===== config.mk =====
export PLATFORM = sky130hd
export DESIGN_NAME = melody_notation_parser_flat
export DESIGN_NICKNAME = d
export VERILOG_FILES = /design/src/sv/mnp_pkg.sv /design/src/sv/mnp_if.sv /design/src/sv/melody_notation_parser.sv /design/src/flat_wrapper.sv
export SDC_FILE = /design/constraint.sdc
export NUM_CORES = 1
export LEC_CHECK = 0
export ABC_AREA = 1
export BUFFER_PORTS_ARGS = -buffer_cell sky130_fd_sc_hd__buf_2
export CAP_MARGIN = 20
export CORE_UTILIZATION = 45
export DETAILED_ROUTE_END_ITERATION = 8
export PLACE_DENSITY = 0.61
export SLEW_MARGIN = 20
export SYNTH_ARGS = -nofsm -noshare
export SYNTH_HDL_FRONTEND = slang
export SYNTH_SLANG_ARGS = --single-unit

===== constraint.sdc =====
create_clock -name clock -period 7.3 [get_ports clock]
set_clock_uncertainty 0.15 [all_clocks]
set_input_delay 1.46 -clock clock [delete_from_list [all_inputs] [get_ports clock]]
set_output_delay 1.46 -clock clock [all_outputs]
set_load 0.01 [all_outputs]

===== src/sv/mnp_pkg.sv =====
// Package for the melody notation parser: parse stages, character codes,
// result struct and the fixed letter and frequency tables. No dependencies.
`default_nettype none

package mnp_pkg;

   typedef enum logic [3:0] {
      STAGE_IDLE,
      STAGE_OCTAVE,
      STAGE_ACCID,
      STAGE_DURATION,
      STAGE_DOT,
      STAGE_KEY_DIR,
      STAGE_KEY_NOTE
   } stage_type;

   localparam logic [7:0] CHAR_END    = 8'h00;
   localparam logic [7:0] CHAR_PLUS   = 8'h2B;  // +
   localparam logic [7:0] CHAR_MINUS  = 8'h2D;  // -
   localparam logic [7:0] CHAR_SHARP  = 8'h23;  // #
   localparam logic [7:0] CHAR_FLAT   = 8'h40;  // @
   localparam logic [7:0] CHAR_NATURAL = 8'h24; // $
   localparam logic [7:0] CHAR_DOT    = 8'h2E;  // .
   localparam logic [7:0] CHAR_OPEN   = 8'h5B;  // [
   localparam logic [7:0] CHAR_A      = 8'h41;
   localparam logic [7:0] CHAR_G      = 8'h47;
   localparam logic [7:0] CHAR_REST   = 8'h50;  // P
   localparam logic [7:0] CHAR_DIG1   = 8'h31;
   localparam logic [7:0] CHAR_DIG2   = 8'h32;
   localparam logic [7:0] CHAR_DIG4   = 8'h34;
   localparam logic [7:0] CHAR_DIG6   = 8'h36;
   localparam logic [7:0] CHAR_DIG8   = 8'h38;

   localparam logic signed [6:0] OCTAVE_STEP = 7'sd12;
   localparam logic signed [6:0] INDEX_MAX   = 7'sd35;
   localparam int unsigned       KEY_COUNT   = 7;

   typedef struct packed {
      logic        note_valid;
      logic        is_rest;
      logic [5:0]  note_index;
      logic [9:0]  frequency_hz;
      logic [12:0] duration_ticks;
      logic        out_of_range;
      logic        song_end;
   } result_type;

   // Semitone index of each letter A..G in the middle octave.
   function automatic logic signed [6:0] letter_base(input logic [2:0] letter);
      logic signed [6:0] base;
      case (letter)
         3'd0:    base = 7'sd21;
         3'd1:    base = 7'sd23;
         3'd2:    base = 7'sd12;
         3'd3:    base = 7'sd14;
         3'd4:    base = 7'sd16;
         3'd5:    base = 7'sd17;
         3'd6:    base = 7'sd19;
         default: base = 7'sd0;
      endcase
      return base;
   endfunction

   function automatic logic [9:0] note_freq(input logic [5:0] idx);
      logic [9:0] f;
      case (idx)
         6'd0:  f = 10'd131;  6'd1:  f = 10'd138;  6'd2:  f = 10'd147;
         6'd3:  f = 10'd155;  6'd4:  f = 10'd165;  6'd5:  f = 10'd174;
         6'd6:  f = 10'd185;  6'd7:  f = 10'd196;  6'd8:  f = 10'd207;
         6'd9:  f = 10'd220;  6'd10: f = 10'd233;  6'd11: f = 10'd247;
         6'd12: f = 10'd262;  6'd13: f = 10'd277;  6'd14: f = 10'd294;
         6'd15: f = 10'd311;  6'd16: f = 10'd330;  6'd17: f = 10'd349;
         6'd18: f = 10'd370;  6'd19: f = 10'd392;  6'd20: f = 10'd415;
         6'd21: f = 10'd440;  6'd22: f = 10'd466;  6'd23: f = 10'd494;
         6'd24: f = 10'd524;  6'd25: f = 10'd554;  6'd26: f = 10'd588;
         6'd27: f = 10'd622;  6'd28: f = 10'd660;  6'd29: f = 10'd698;
         6'd30: f = 10'd740;  6'd31: f = 10'd784;  6'd32: f = 10'd830;
         6'd33: f = 10'd880;  6'd34: f = 10'd932;  6'd35: f = 10'd988;
         default: f = 10'd0;
      endcase
      return f;
   endfunction

endpackage

`default_nettype wire


===== src/sv/mnp_if.sv =====
// Valid/ready channel interfaces of the melody notation parser.
// Depends on nothing; the result channel mirrors mnp_pkg::result_type fields.
`default_nettype none

interface mnp_req_if;
   logic       valid;
   logic       ready;
   logic [7:0] char_code;

   modport source (output valid, output char_code, input ready);
   modport sink   (input valid, input char_code, output ready);
endinterface

interface mnp_rsp_if;
   logic        valid;
   logic        ready;
   logic        note_valid;
   logic        is_rest;
   logic [5:0]  note_index;
   logic [9:0]  frequency_hz;
   logic [12:0] duration_ticks;
   logic        out_of_range;
   logic        song_end;

   modport source (output valid, output note_valid, output is_rest, output note_index,
                   output frequency_hz, output duration_ticks, output out_of_range,
                   output song_end, input ready);
   modport sink   (input valid, input note_valid, input is_rest, input note_index,
                   input frequency_hz, input duration_ticks, input out_of_range,
                   input song_end, output ready);
endinterface

`default_nettype wire


===== src/sv/melody_notation_parser.sv =====
// Top level of the melody notation parser: character in, note events out.
// Depends on mnp_pkg and the channel interfaces in mnp_if.sv.
`default_nettype none

// Melody notation parser. One ASCII character is taken per beat on req_chan,
// every cycle if the result side keeps up. Each character walks the parse
// cascade (octave mark, accidental, duration digit, dot, then a fresh note
// letter or key group) in combinational logic, so the
// parser state is always up to date for the next beat. A character that ends
// a note, or the end byte (0), yields one beat on rsp_chan, registered in the
// output buffer; all other characters yield nothing. Results go through a
// two-entry output buffer (output register plus skid register): req ready
// depends only on the skid register, never combinationally on rsp ready, so
// a stalled consumer costs one beat of slack before input is held off.
// Sustained rate: 1 character per cycle while the result side keeps up.
// csr_we/csr_wdata load base_unit (ticks per shortest unit) and also reset
// the remembered duration; write it only while the parser is idle.
// Durations: digits 1,2,4,8,6 give 32,16,8,4,2 x base_unit (12-bit, never wraps),
// a dot gives x3/2 rounded down. Note index is clamped to 0..35 with
// out_of_range flagged; rests report index and frequency 0.
module melody_notation_parser (
   input  wire logic  clock,
   input  wire logic  reset,
   input  wire logic  csr_we,
   input  wire logic [6:0] csr_wdata,
   mnp_req_if.sink    req_chan,
   mnp_rsp_if.source  rsp_chan
);

   // parser state
   mnp_pkg::stage_type stage_ff, stage_in;
   logic signed [6:0]  index_ff, index_in;
   logic [2:0]         letter_ff, letter_in;
   logic               rest_ff, rest_in;
   logic [12:0]        duration_ff, duration_in;
   logic [11:0]        last_dur_ff, last_dur_in;
   logic signed [1:0]  key_ff [mnp_pkg::KEY_COUNT];
   logic signed [1:0]  key_in [mnp_pkg::KEY_COUNT];
   logic signed [1:0]  key_dir_ff, key_dir_in;
   logic [6:0]         base_unit_ff;

   // output buffer
   logic               out_valid_ff, out_valid_in;
   mnp_pkg::result_type out_ff, out_in;
   logic               skid_valid_ff, skid_valid_in;
   mnp_pkg::result_type skid_ff, skid_in;

   logic               accept;
   logic               pop;
   logic               has_result;
   mnp_pkg::result_type result;
   logic [7:0]         c;

   assign c      = req_chan.char_code;
   assign accept = req_chan.valid && req_chan.ready;
   assign pop    = out_valid_ff && rsp_chan.ready;

   // Parse cascade: each stage either consumes the character or passes it
   // on; the ifs are ordered so a fall-through always moves downward.
   always_comb begin
      logic              used;
      logic              emit;
      logic signed [6:0] k;
      logic [11:0]       scaled;
      logic              digit;
      logic [14:0]       dur3;
      logic signed [6:0] idx;
      logic              oor;
      logic [2:0]        key_sel;

      stage_in    = stage_ff;
      index_in    = index_ff;
      letter_in   = letter_ff;
      rest_in     = rest_ff;
      duration_in = duration_ff;
      last_dur_in = last_dur_ff;
      key_in      = key_ff;
      key_dir_in  = key_dir_ff;
      used        = 1'b0;
      emit        = 1'b0;
      k           = 7'sd0;
      scaled      = 12'd0;
      digit       = 1'b0;
      dur3        = 15'd0;
      idx         = 7'sd0;
      oor         = 1'b0;
      key_sel     = 3'd0;
      result      = '0;

      if (stage_in == mnp_pkg::STAGE_OCTAVE) begin
         if (c == mnp_pkg::CHAR_PLUS) begin
            index_in = index_in + mnp_pkg::OCTAVE_STEP;
            used     = 1'b1;
         end else if (c == mnp_pkg::CHAR_MINUS) begin
            index_in = index_in - mnp_pkg::OCTAVE_STEP;
            used     = 1'b1;
         end
         stage_in = mnp_pkg::STAGE_ACCID;
      end

      if (!used && stage_in == mnp_pkg::STAGE_ACCID) begin
         if (!rest_in) begin
            k        = 7'(key_ff[letter_in]);
            index_in = index_in + k;
            if (c == mnp_pkg::CHAR_SHARP) begin
               used = 1'b1;
               if (k != 7'sd1) index_in = index_in + 7'sd1;
            end else if (c == mnp_pkg::CHAR_FLAT) begin
               used = 1'b1;
               if (k != -7'sd1) index_in = index_in - 7'sd1;
            end else if (c == mnp_pkg::CHAR_NATURAL) begin
               used     = 1'b1;
               index_in = index_in - k;
            end
         end
         stage_in = mnp_pkg::STAGE_DURATION;
      end

      if (!used && stage_in == mnp_pkg::STAGE_DURATION) begin
         digit = 1'b1;
         case (c)
            mnp_pkg::CHAR_DIG1: scaled = {base_unit_ff, 5'd0};
            mnp_pkg::CHAR_DIG2: scaled = {1'b0, base_unit_ff, 4'd0};
            mnp_pkg::CHAR_DIG4: scaled = {2'b0, base_unit_ff, 3'd0};
            mnp_pkg::CHAR_DIG8: scaled = {3'b0, base_unit_ff, 2'd0};
            mnp_pkg::CHAR_DIG6: scaled = {4'b0, base_unit_ff, 1'b0};
            default:            digit  = 1'b0;
         endcase
         if (digit) begin
            used        = 1'b1;
            duration_in = {1'b0, scaled};
         end
         last_dur_in = duration_in[11:0];
         stage_in    = mnp_pkg::STAGE_DOT;
      end

      if (!used && stage_in == mnp_pkg::STAGE_DOT) begin
         if (c == mnp_pkg::CHAR_DOT) begin
            used        = 1'b1;
            dur3        = {2'b0, duration_in} + {1'b0, duration_in, 1'b0};
            duration_in = dur3[13:1];
         end
         emit                  = 1'b1;
         result.note_valid     = 1'b1;
         result.is_rest        = rest_in;
         result.duration_ticks = duration_in;
         if (!rest_in) begin
            idx = index_in;
            if (idx < 7'sd0) begin
               idx = 7'sd0;
               oor = 1'b1;
            end
            if (idx > mnp_pkg::INDEX_MAX) begin
               idx = mnp_pkg::INDEX_MAX;
               oor = 1'b1;
            end
            result.note_index   = idx[5:0];
            result.frequency_hz = mnp_pkg::note_freq(idx[5:0]);
            result.out_of_range = oor;
         end
         stage_in = mnp_pkg::STAGE_IDLE;
      end

      if (!used && stage_in == mnp_pkg::STAGE_IDLE) begin
         used = 1'b1;
         if (c >= mnp_pkg::CHAR_A && c <= mnp_pkg::CHAR_G) begin
            letter_in   = 3'(c - mnp_pkg::CHAR_A);
            index_in    = mnp_pkg::letter_base(letter_in);
            rest_in     = 1'b0;
            duration_in = {1'b0, last_dur_in};
            stage_in    = mnp_pkg::STAGE_OCTAVE;
         end else if (c == mnp_pkg::CHAR_REST) begin
            index_in    = -7'sd1;
            rest_in     = 1'b1;
            duration_in = {1'b0, last_dur_in};
            stage_in    = mnp_pkg::STAGE_DURATION;
         end else if (c == mnp_pkg::CHAR_OPEN) begin
            for (int i = 0; i < mnp_pkg::KEY_COUNT; i++) key_in[i] = 2'sd0;
            stage_in = mnp_pkg::STAGE_KEY_DIR;
         end
      end

      if (!used && stage_in == mnp_pkg::STAGE_KEY_DIR) begin
         used = 1'b1;
         if (c == mnp_pkg::CHAR_SHARP) begin
            key_dir_in = 2'sd1;
            stage_in   = mnp_pkg::STAGE_KEY_NOTE;
         end else if (c == mnp_pkg::CHAR_FLAT) begin
            key_dir_in = -2'sd1;
            stage_in   = mnp_pkg::STAGE_KEY_NOTE;
         end else begin
            // group closer: consumed whatever it is
            stage_in = mnp_pkg::STAGE_IDLE;
         end
      end

      if (!used && stage_in == mnp_pkg::STAGE_KEY_NOTE) begin
         if (c >= mnp_pkg::CHAR_A && c <= mnp_pkg::CHAR_G) begin
            key_sel         = 3'(c - mnp_pkg::CHAR_A);
            key_in[key_sel] = key_dir_in;
         end else begin
            stage_in = mnp_pkg::STAGE_IDLE;
         end
      end

      // end byte: flush done above, always report
      if (c == mnp_pkg::CHAR_END) begin
         stage_in = mnp_pkg::STAGE_IDLE;
         if (!emit) result = '0;
         result.song_end = 1'b1;
      end
      has_result = emit || (c == mnp_pkg::CHAR_END);
   end

   // output register + skid register
   always_comb begin
      out_valid_in  = out_valid_ff;
      out_in        = out_ff;
      skid_valid_in = skid_valid_ff;
      skid_in       = skid_ff;
      if (!out_valid_ff || pop) begin
         if (skid_valid_ff) begin
            out_valid_in  = 1'b1;
            out_in        = skid_ff;
            skid_valid_in = 1'b0;
         end else begin
            out_valid_in = accept && has_result;
            out_in       = result;
         end
      end else if (accept && has_result) begin
         skid_valid_in = 1'b1;
         skid_in       = result;
      end
   end

   always_ff @(posedge clock) begin
      if (reset) begin
         stage_ff      <= mnp_pkg::STAGE_IDLE;
         index_ff      <= 7'sd0;
         letter_ff     <= 3'd0;
         rest_ff       <= 1'b0;
         duration_ff   <= 13'd0;
         last_dur_ff   <= 12'd8;
         key_dir_ff    <= 2'sd0;
         base_unit_ff  <= 7'd8;
         out_valid_ff  <= 1'b0;
         skid_valid_ff <= 1'b0;
         for (int i = 0; i < mnp_pkg::KEY_COUNT; i++) key_ff[i] <= 2'sd0;
      end else begin
         out_valid_ff  <= out_valid_in;
         skid_valid_ff <= skid_valid_in;
         if (csr_we) begin
            base_unit_ff <= csr_wdata;
            last_dur_ff  <= {5'd0, csr_wdata};
         end else if (accept) begin
            stage_ff    <= stage_in;
            index_ff    <= index_in;
            letter_ff   <= letter_in;
            rest_ff     <= rest_in;
            duration_ff <= duration_in;
            last_dur_ff <= last_dur_in;
            key_dir_ff  <= key_dir_in;
            key_ff      <= key_in;
         end
      end
   end

   always_ff @(posedge clock) begin
      out_ff  <= out_in;
      skid_ff <= skid_in;
   end

   assign req_chan.ready          = !skid_valid_ff;
   assign rsp_chan.valid          = out_valid_ff;
   assign rsp_chan.note_valid     = out_ff.note_valid;
   assign rsp_chan.is_rest        = out_ff.is_rest;
   assign rsp_chan.note_index     = out_ff.note_index;
   assign rsp_chan.frequency_hz   = out_ff.frequency_hz;
   assign rsp_chan.duration_ticks = out_ff.duration_ticks;
   assign rsp_chan.out_of_range   = out_ff.out_of_range;
   assign rsp_chan.song_end       = out_ff.song_end;

   // skid entry only fills behind a held output beat
   a_skid_behind_out: assert property (@(posedge clock) disable iff (reset)
      skid_valid_ff |-> out_valid_ff)
      else $error("skid register full while output register empty");

   // end byte always returns the parser to idle
   a_end_to_idle: assert property (@(posedge clock) disable iff (reset)
      (accept && c == mnp_pkg::CHAR_END && !csr_we) |=> stage_ff == mnp_pkg::STAGE_IDLE)
      else $error("parser not idle after end byte");

   // clamp flag only on real notes
   a_oor_note_only: assert property (@(posedge clock) disable iff (reset)
      (out_valid_ff && out_ff.out_of_range) |-> (out_ff.note_valid && !out_ff.is_rest))
      else $error("out_of_range set on a rest or empty result");

   // rests carry no tone
   a_rest_silent: assert property (@(posedge clock) disable iff (reset)
      (out_valid_ff && out_ff.is_rest) |-> (out_ff.frequency_hz == 10'd0))
      else $error("rest result with nonzero frequency");

endmodule

`default_nettype wire

===== src/flat_wrapper.sv =====
// flat-port wrapper written by rule: the top's interface ports become plain ports
module melody_notation_parser_flat 
  (clock, reset, csr_we, csr_wdata, req_chan_valid, req_chan_char_code, req_chan_ready, rsp_chan_valid, rsp_chan_note_valid, rsp_chan_is_rest, rsp_chan_note_index, rsp_chan_frequency_hz, rsp_chan_duration_ticks, rsp_chan_out_of_range, rsp_chan_song_end, rsp_chan_ready);
  mnp_req_if req_chan_i ();
  mnp_rsp_if rsp_chan_i ();
  input  wire logic clock;
  input  wire logic reset;
  input  wire logic csr_we;
  input  wire logic [6:0] csr_wdata;
  input wire logic [$bits(req_chan_i.valid)-1:0] req_chan_valid;
  input wire logic [$bits(req_chan_i.char_code)-1:0] req_chan_char_code;
  output wire logic [$bits(req_chan_i.ready)-1:0] req_chan_ready;
  output wire logic [$bits(rsp_chan_i.valid)-1:0] rsp_chan_valid;
  output wire logic [$bits(rsp_chan_i.note_valid)-1:0] rsp_chan_note_valid;
  output wire logic [$bits(rsp_chan_i.is_rest)-1:0] rsp_chan_is_rest;
  output wire logic [$bits(rsp_chan_i.note_index)-1:0] rsp_chan_note_index;
  output wire logic [$bits(rsp_chan_i.frequency_hz)-1:0] rsp_chan_frequency_hz;
  output wire logic [$bits(rsp_chan_i.duration_ticks)-1:0] rsp_chan_duration_ticks;
  output wire logic [$bits(rsp_chan_i.out_of_range)-1:0] rsp_chan_out_of_range;
  output wire logic [$bits(rsp_chan_i.song_end)-1:0] rsp_chan_song_end;
  input wire logic [$bits(rsp_chan_i.ready)-1:0] rsp_chan_ready;
  assign req_chan_i.valid = req_chan_valid;
  assign req_chan_i.char_code = req_chan_char_code;
  assign req_chan_ready = req_chan_i.ready;
  assign rsp_chan_valid = rsp_chan_i.valid;
  assign rsp_chan_note_valid = rsp_chan_i.note_valid;
  assign rsp_chan_is_rest = rsp_chan_i.is_rest;
  assign rsp_chan_note_index = rsp_chan_i.note_index;
  assign rsp_chan_frequency_hz = rsp_chan_i.frequency_hz;
  assign rsp_chan_duration_ticks = rsp_chan_i.duration_ticks;
  assign rsp_chan_out_of_range = rsp_chan_i.out_of_range;
  assign rsp_chan_song_end = rsp_chan_i.song_end;
  assign rsp_chan_i.ready = rsp_chan_ready;
  melody_notation_parser u_core (.clock(clock), .reset(reset), .csr_we(csr_we), .csr_wdata(csr_wdata), .req_chan(req_chan_i), .rsp_chan(rsp_chan_i));
endmodule

==> results.md <==
- Status: finished clean
- # Post-CTS Setup Buffers: 0
- Diode count: 0
- CP startpoint: req_chan_char_code[1]
- Mux share of post-synthesis cell area: 0
- Top_reg_cell synth: edfxtp_1
- Pre-antenna DRT Iters: 5
- GRT Util Overall: 0.2470
- Post-Synth XOR/XNOR Area: 0.01295
- Cts repair resizes: 0
- WP data required: 7.33 ns
- First-pass GRT wire length: 42.46 mm
- Maximum vdd drop: 0.1579 mV
- Clock latency at the later pin of the worst-skew pair: 0.43 ns
- Pin count of the biggest net entering global routing: 51
- Unrepaired setup endpoints after global routing: no
- Die Height: 146.3 µm
- CTS Buffer Depth: 2
- Setup tns final: 0 ns
- Bufs and invs on worst path: 7
- HP Class: reg -> reg
- WP data arrival: 6.54 ns
- Leakage: 4.961 nW
- Most common cell after layout, fill and taps aside: nand2_1
- Row cnt: 52
- Worst r2r path cells: 36
- I/O pin count: 55
- ANT nets after route: 0
- Setup crit end kind: flop
- Crit-path max cell delay: 0.38 ns
- EDFF count, synth: 66
- Critical path fanouts, max: 15
- Synth Warn #: 0
- Initial antenna violation count: 0
- Filler cell count: 2068
- R2r setup slk: 1.65 ns
- Starting Density: 0.4615
- Max transition margin: 0.4753
- CTS buffer count: 17
- Final Util: 0.5165
- Hold_sp: u_core.key_ff[7]
- Worst-path clk slew: 0.06 ns
- GP Congestion: 0.9075
- Largest cells by area after synthesis: edfxtp_1 (21%), nand2_1 (15%), dfxtp_1 (14%)
- Crit-path slowest cell: ha_1
- PortBufs: 54
- Combinational family with the most area after synthesis: simple AND/OR/NAND/NOR gates
- DRC violations left: 0
- Share of the synthesized area in the top cell type: 0.2115
- Hold Crit Depth: 2
- Die area: 21400 µm²
- Mean routed wirelength per cell: 15.26 µm
- Nets: 1462
- Grt ovf: 0
- Sequential-to-total area share from yosys stat: 0.3504
- WHS Endpoint: u_core.key_ff[7]
- Routed vias/inst: 5.270
- Crit path launch type: input port
- Min Tclk post-route: 6.512 ns
- CTS Root Cell: clkbuf_16
- Power Density: 165.4 nW/µm²
- Async S/R FF share, synth: 0
- Die X: 146.3 µm
- Hold_buf cts: 0
- Final setup fails: 0
- Flops & latches, synth: 131
- H-tree Lvls: 4
- Endpoints failing hold: 0
- Max frequency: 0.1536 GHz
- Critical path class: in -> reg
- Final slew viol count: 0
- Cell Area, Synth: 9369 µm²
- Synth area leader: edfxtp_1
- First DRT Iteration DRCs: 725
- Syn avg cell area: 6.945 µm²
- Worst-Margin Slew: 0.7788 ns
- Adder-Cell Fraction of Synth Area: 0.06116
- RR Endpoint: u_core.rsp_chan.frequency_hz[5]
- Yosys cell types: 61
- Most frequent cells in the layout: nand2_1 (379), inv_1 (176), nand3_1 (103)
- Core Footprint: 20300 µm²
- Syn Nets: 1413
- Vias in the first global route: 8361
- DR vias: 8859
- Mapped Cells: 1349
- Routed Wire Length: 25.65 mm
- Post-Synth Simple-Gate Area: 0.3049
- Compound-cell area share of the yosys netlist: 0.1709
- DPL Wire Length: 18.94 mm
- Layout cells sized above 1: 0.1318
- CTS Sinks: 131
- Final worst path period share: 0.8920
- Area Growth Syn to Fin: 11.90%
- CTS tree: yes
- Max_cap viols: 0
- FF-to-FF Start: u_core.letter_ff[0]
- Crit path max-delay family: simple AND/OR/NAND/NOR gates
-- how the worst max path moves through the flow --
stage | to | slack, ns | cells past startpoint
after CTS | u_core.rsp_chan.frequency_hz[3] | 0.85 | 36
after global routing | u_core.rsp_chan.frequency_hz[3] | 0.13 | 36
after floorplan | u_core.rsp_chan.frequency_hz[1] | 1.27 | 34
final | u_core.rsp_chan.frequency_hz[5] | 0.79 | 34
after global placement | u_core.rsp_chan.frequency_hz[3] | 0.60 | 35
after detailed placement | u_core.rsp_chan.frequency_hz[3] | 0.42 | 36
-- worst min-delay path, stage by stage (launching register included) --
cell     delay, ns
dfxtp_1       0.31
nand2_1       0.06
a21oi_1       0.05
-- through the flow --
step	instances	cell area (µm²)	hold slack, ns	setup WS [ns]	total power (W)
after floorplan	1349	9369	0.2924	1.269	0.0008720
after detailed placement	1649	9903	0.3055	0.4179	0.0009072
after global routing	1681	10480	0.3303	0.1290	0.001793
final	1681	10480	0.3164	0.7882	0.001734
after CTS	1681	10480	0.3156	0.8487	0.001743
after global placement	1649	9903	0.3015	0.5954	0.0009068
-- sequential cells by signal (all words and copies together) (netlist names), 2 cells and up --
signal,flops
u_core.letter_ff,3
u_core.rsp_chan.duration_ticks,13
u_core.index_ff,7
u_core.last_dur_ff,12
u_core.rsp_chan.frequency_hz,10
u_core.base_unit_ff,7
u_core.duration_ff,13
u_core.key_dir_ff,2
u_core.key_ff,14
u_core.stage_ff,4
u_core.rsp_chan.note_index,6
u_core.skid_ff,33
-- metal layers --
metal  global-route usage  vias up  share of wire
li1                     -     4584              -
met1               0.3499     4020           0.49
met2               0.3929      237           0.45
met3              0.04250       18          0.052
met4              0.05365        0          0.010
met5                    0        -              0
-- cell usage after synthesis, types with 3 or more instances --
cell type / number
nand4_1: 9
o221ai_1: 6
xor2_1: 8
ha_1: 41
clkbuf_1: 22
o21ai_0: 72
a22oi_1: 6
o31ai_1: 3
nand3_1: 103
buf_6: 3
inv_2: 23
fa_1: 3
buf_1: 4
nand2_2: 15
xnor2_1: 4
dfxtp_1: 65
nor2_2: 10
o22ai_1: 30
o211ai_1: 10
or2_2: 6
o21ai_1: 8
nor2_1: 91
nand3b_1: 4
nand3_2: 7
a21oi_2: 3
a31oi_1: 14
nor2_4: 4
nand2_1: 379
a21oi_1: 95
buf_2: 6
a32o_1: 4
nor3_1: 15
inv_1: 176
edfxtp_1: 66
-- area by class of cell --
type | count | area (µm²) | share of cell area
Sequential cell | 131 | 3283 | 0.3132
Tap cell | 270 | 337.8 | 0.03222
Clock buffer | 21 | 491.7 | 0.04690
Inverter | 202 | 764.5 | 0.07292
Multi-Input combinational cell | 980 | 5157 | 0.4919
Clock inverter | 11 | 88.84 | 0.008474
Timing Repair Buffer | 66 | 360.3 | 0.03437
-- cells by family (layout without fill, tap and decap cells) --
logic type               count (synthesis)  after routing
AND/OR/NAND/NOR                        654            654
flip-flops                             131            131
adder cells (fa/ha/maj)                 44             44
XOR/XNOR                                13             13
buffers and inverters                  238            300
AO/OA/AOI/OAI                          269            269
-- report_power, final --
part	switching, W	internal, W	leakage (nW)	total, W
Combinational	0.0000799	0.0000329	3.37	0.000113
Sequential	0.00000449	0.000776	1.30	0.000780
Clock	0.000353	0.000489	0.285	0.000841
(Power assumes the default switching activity.)
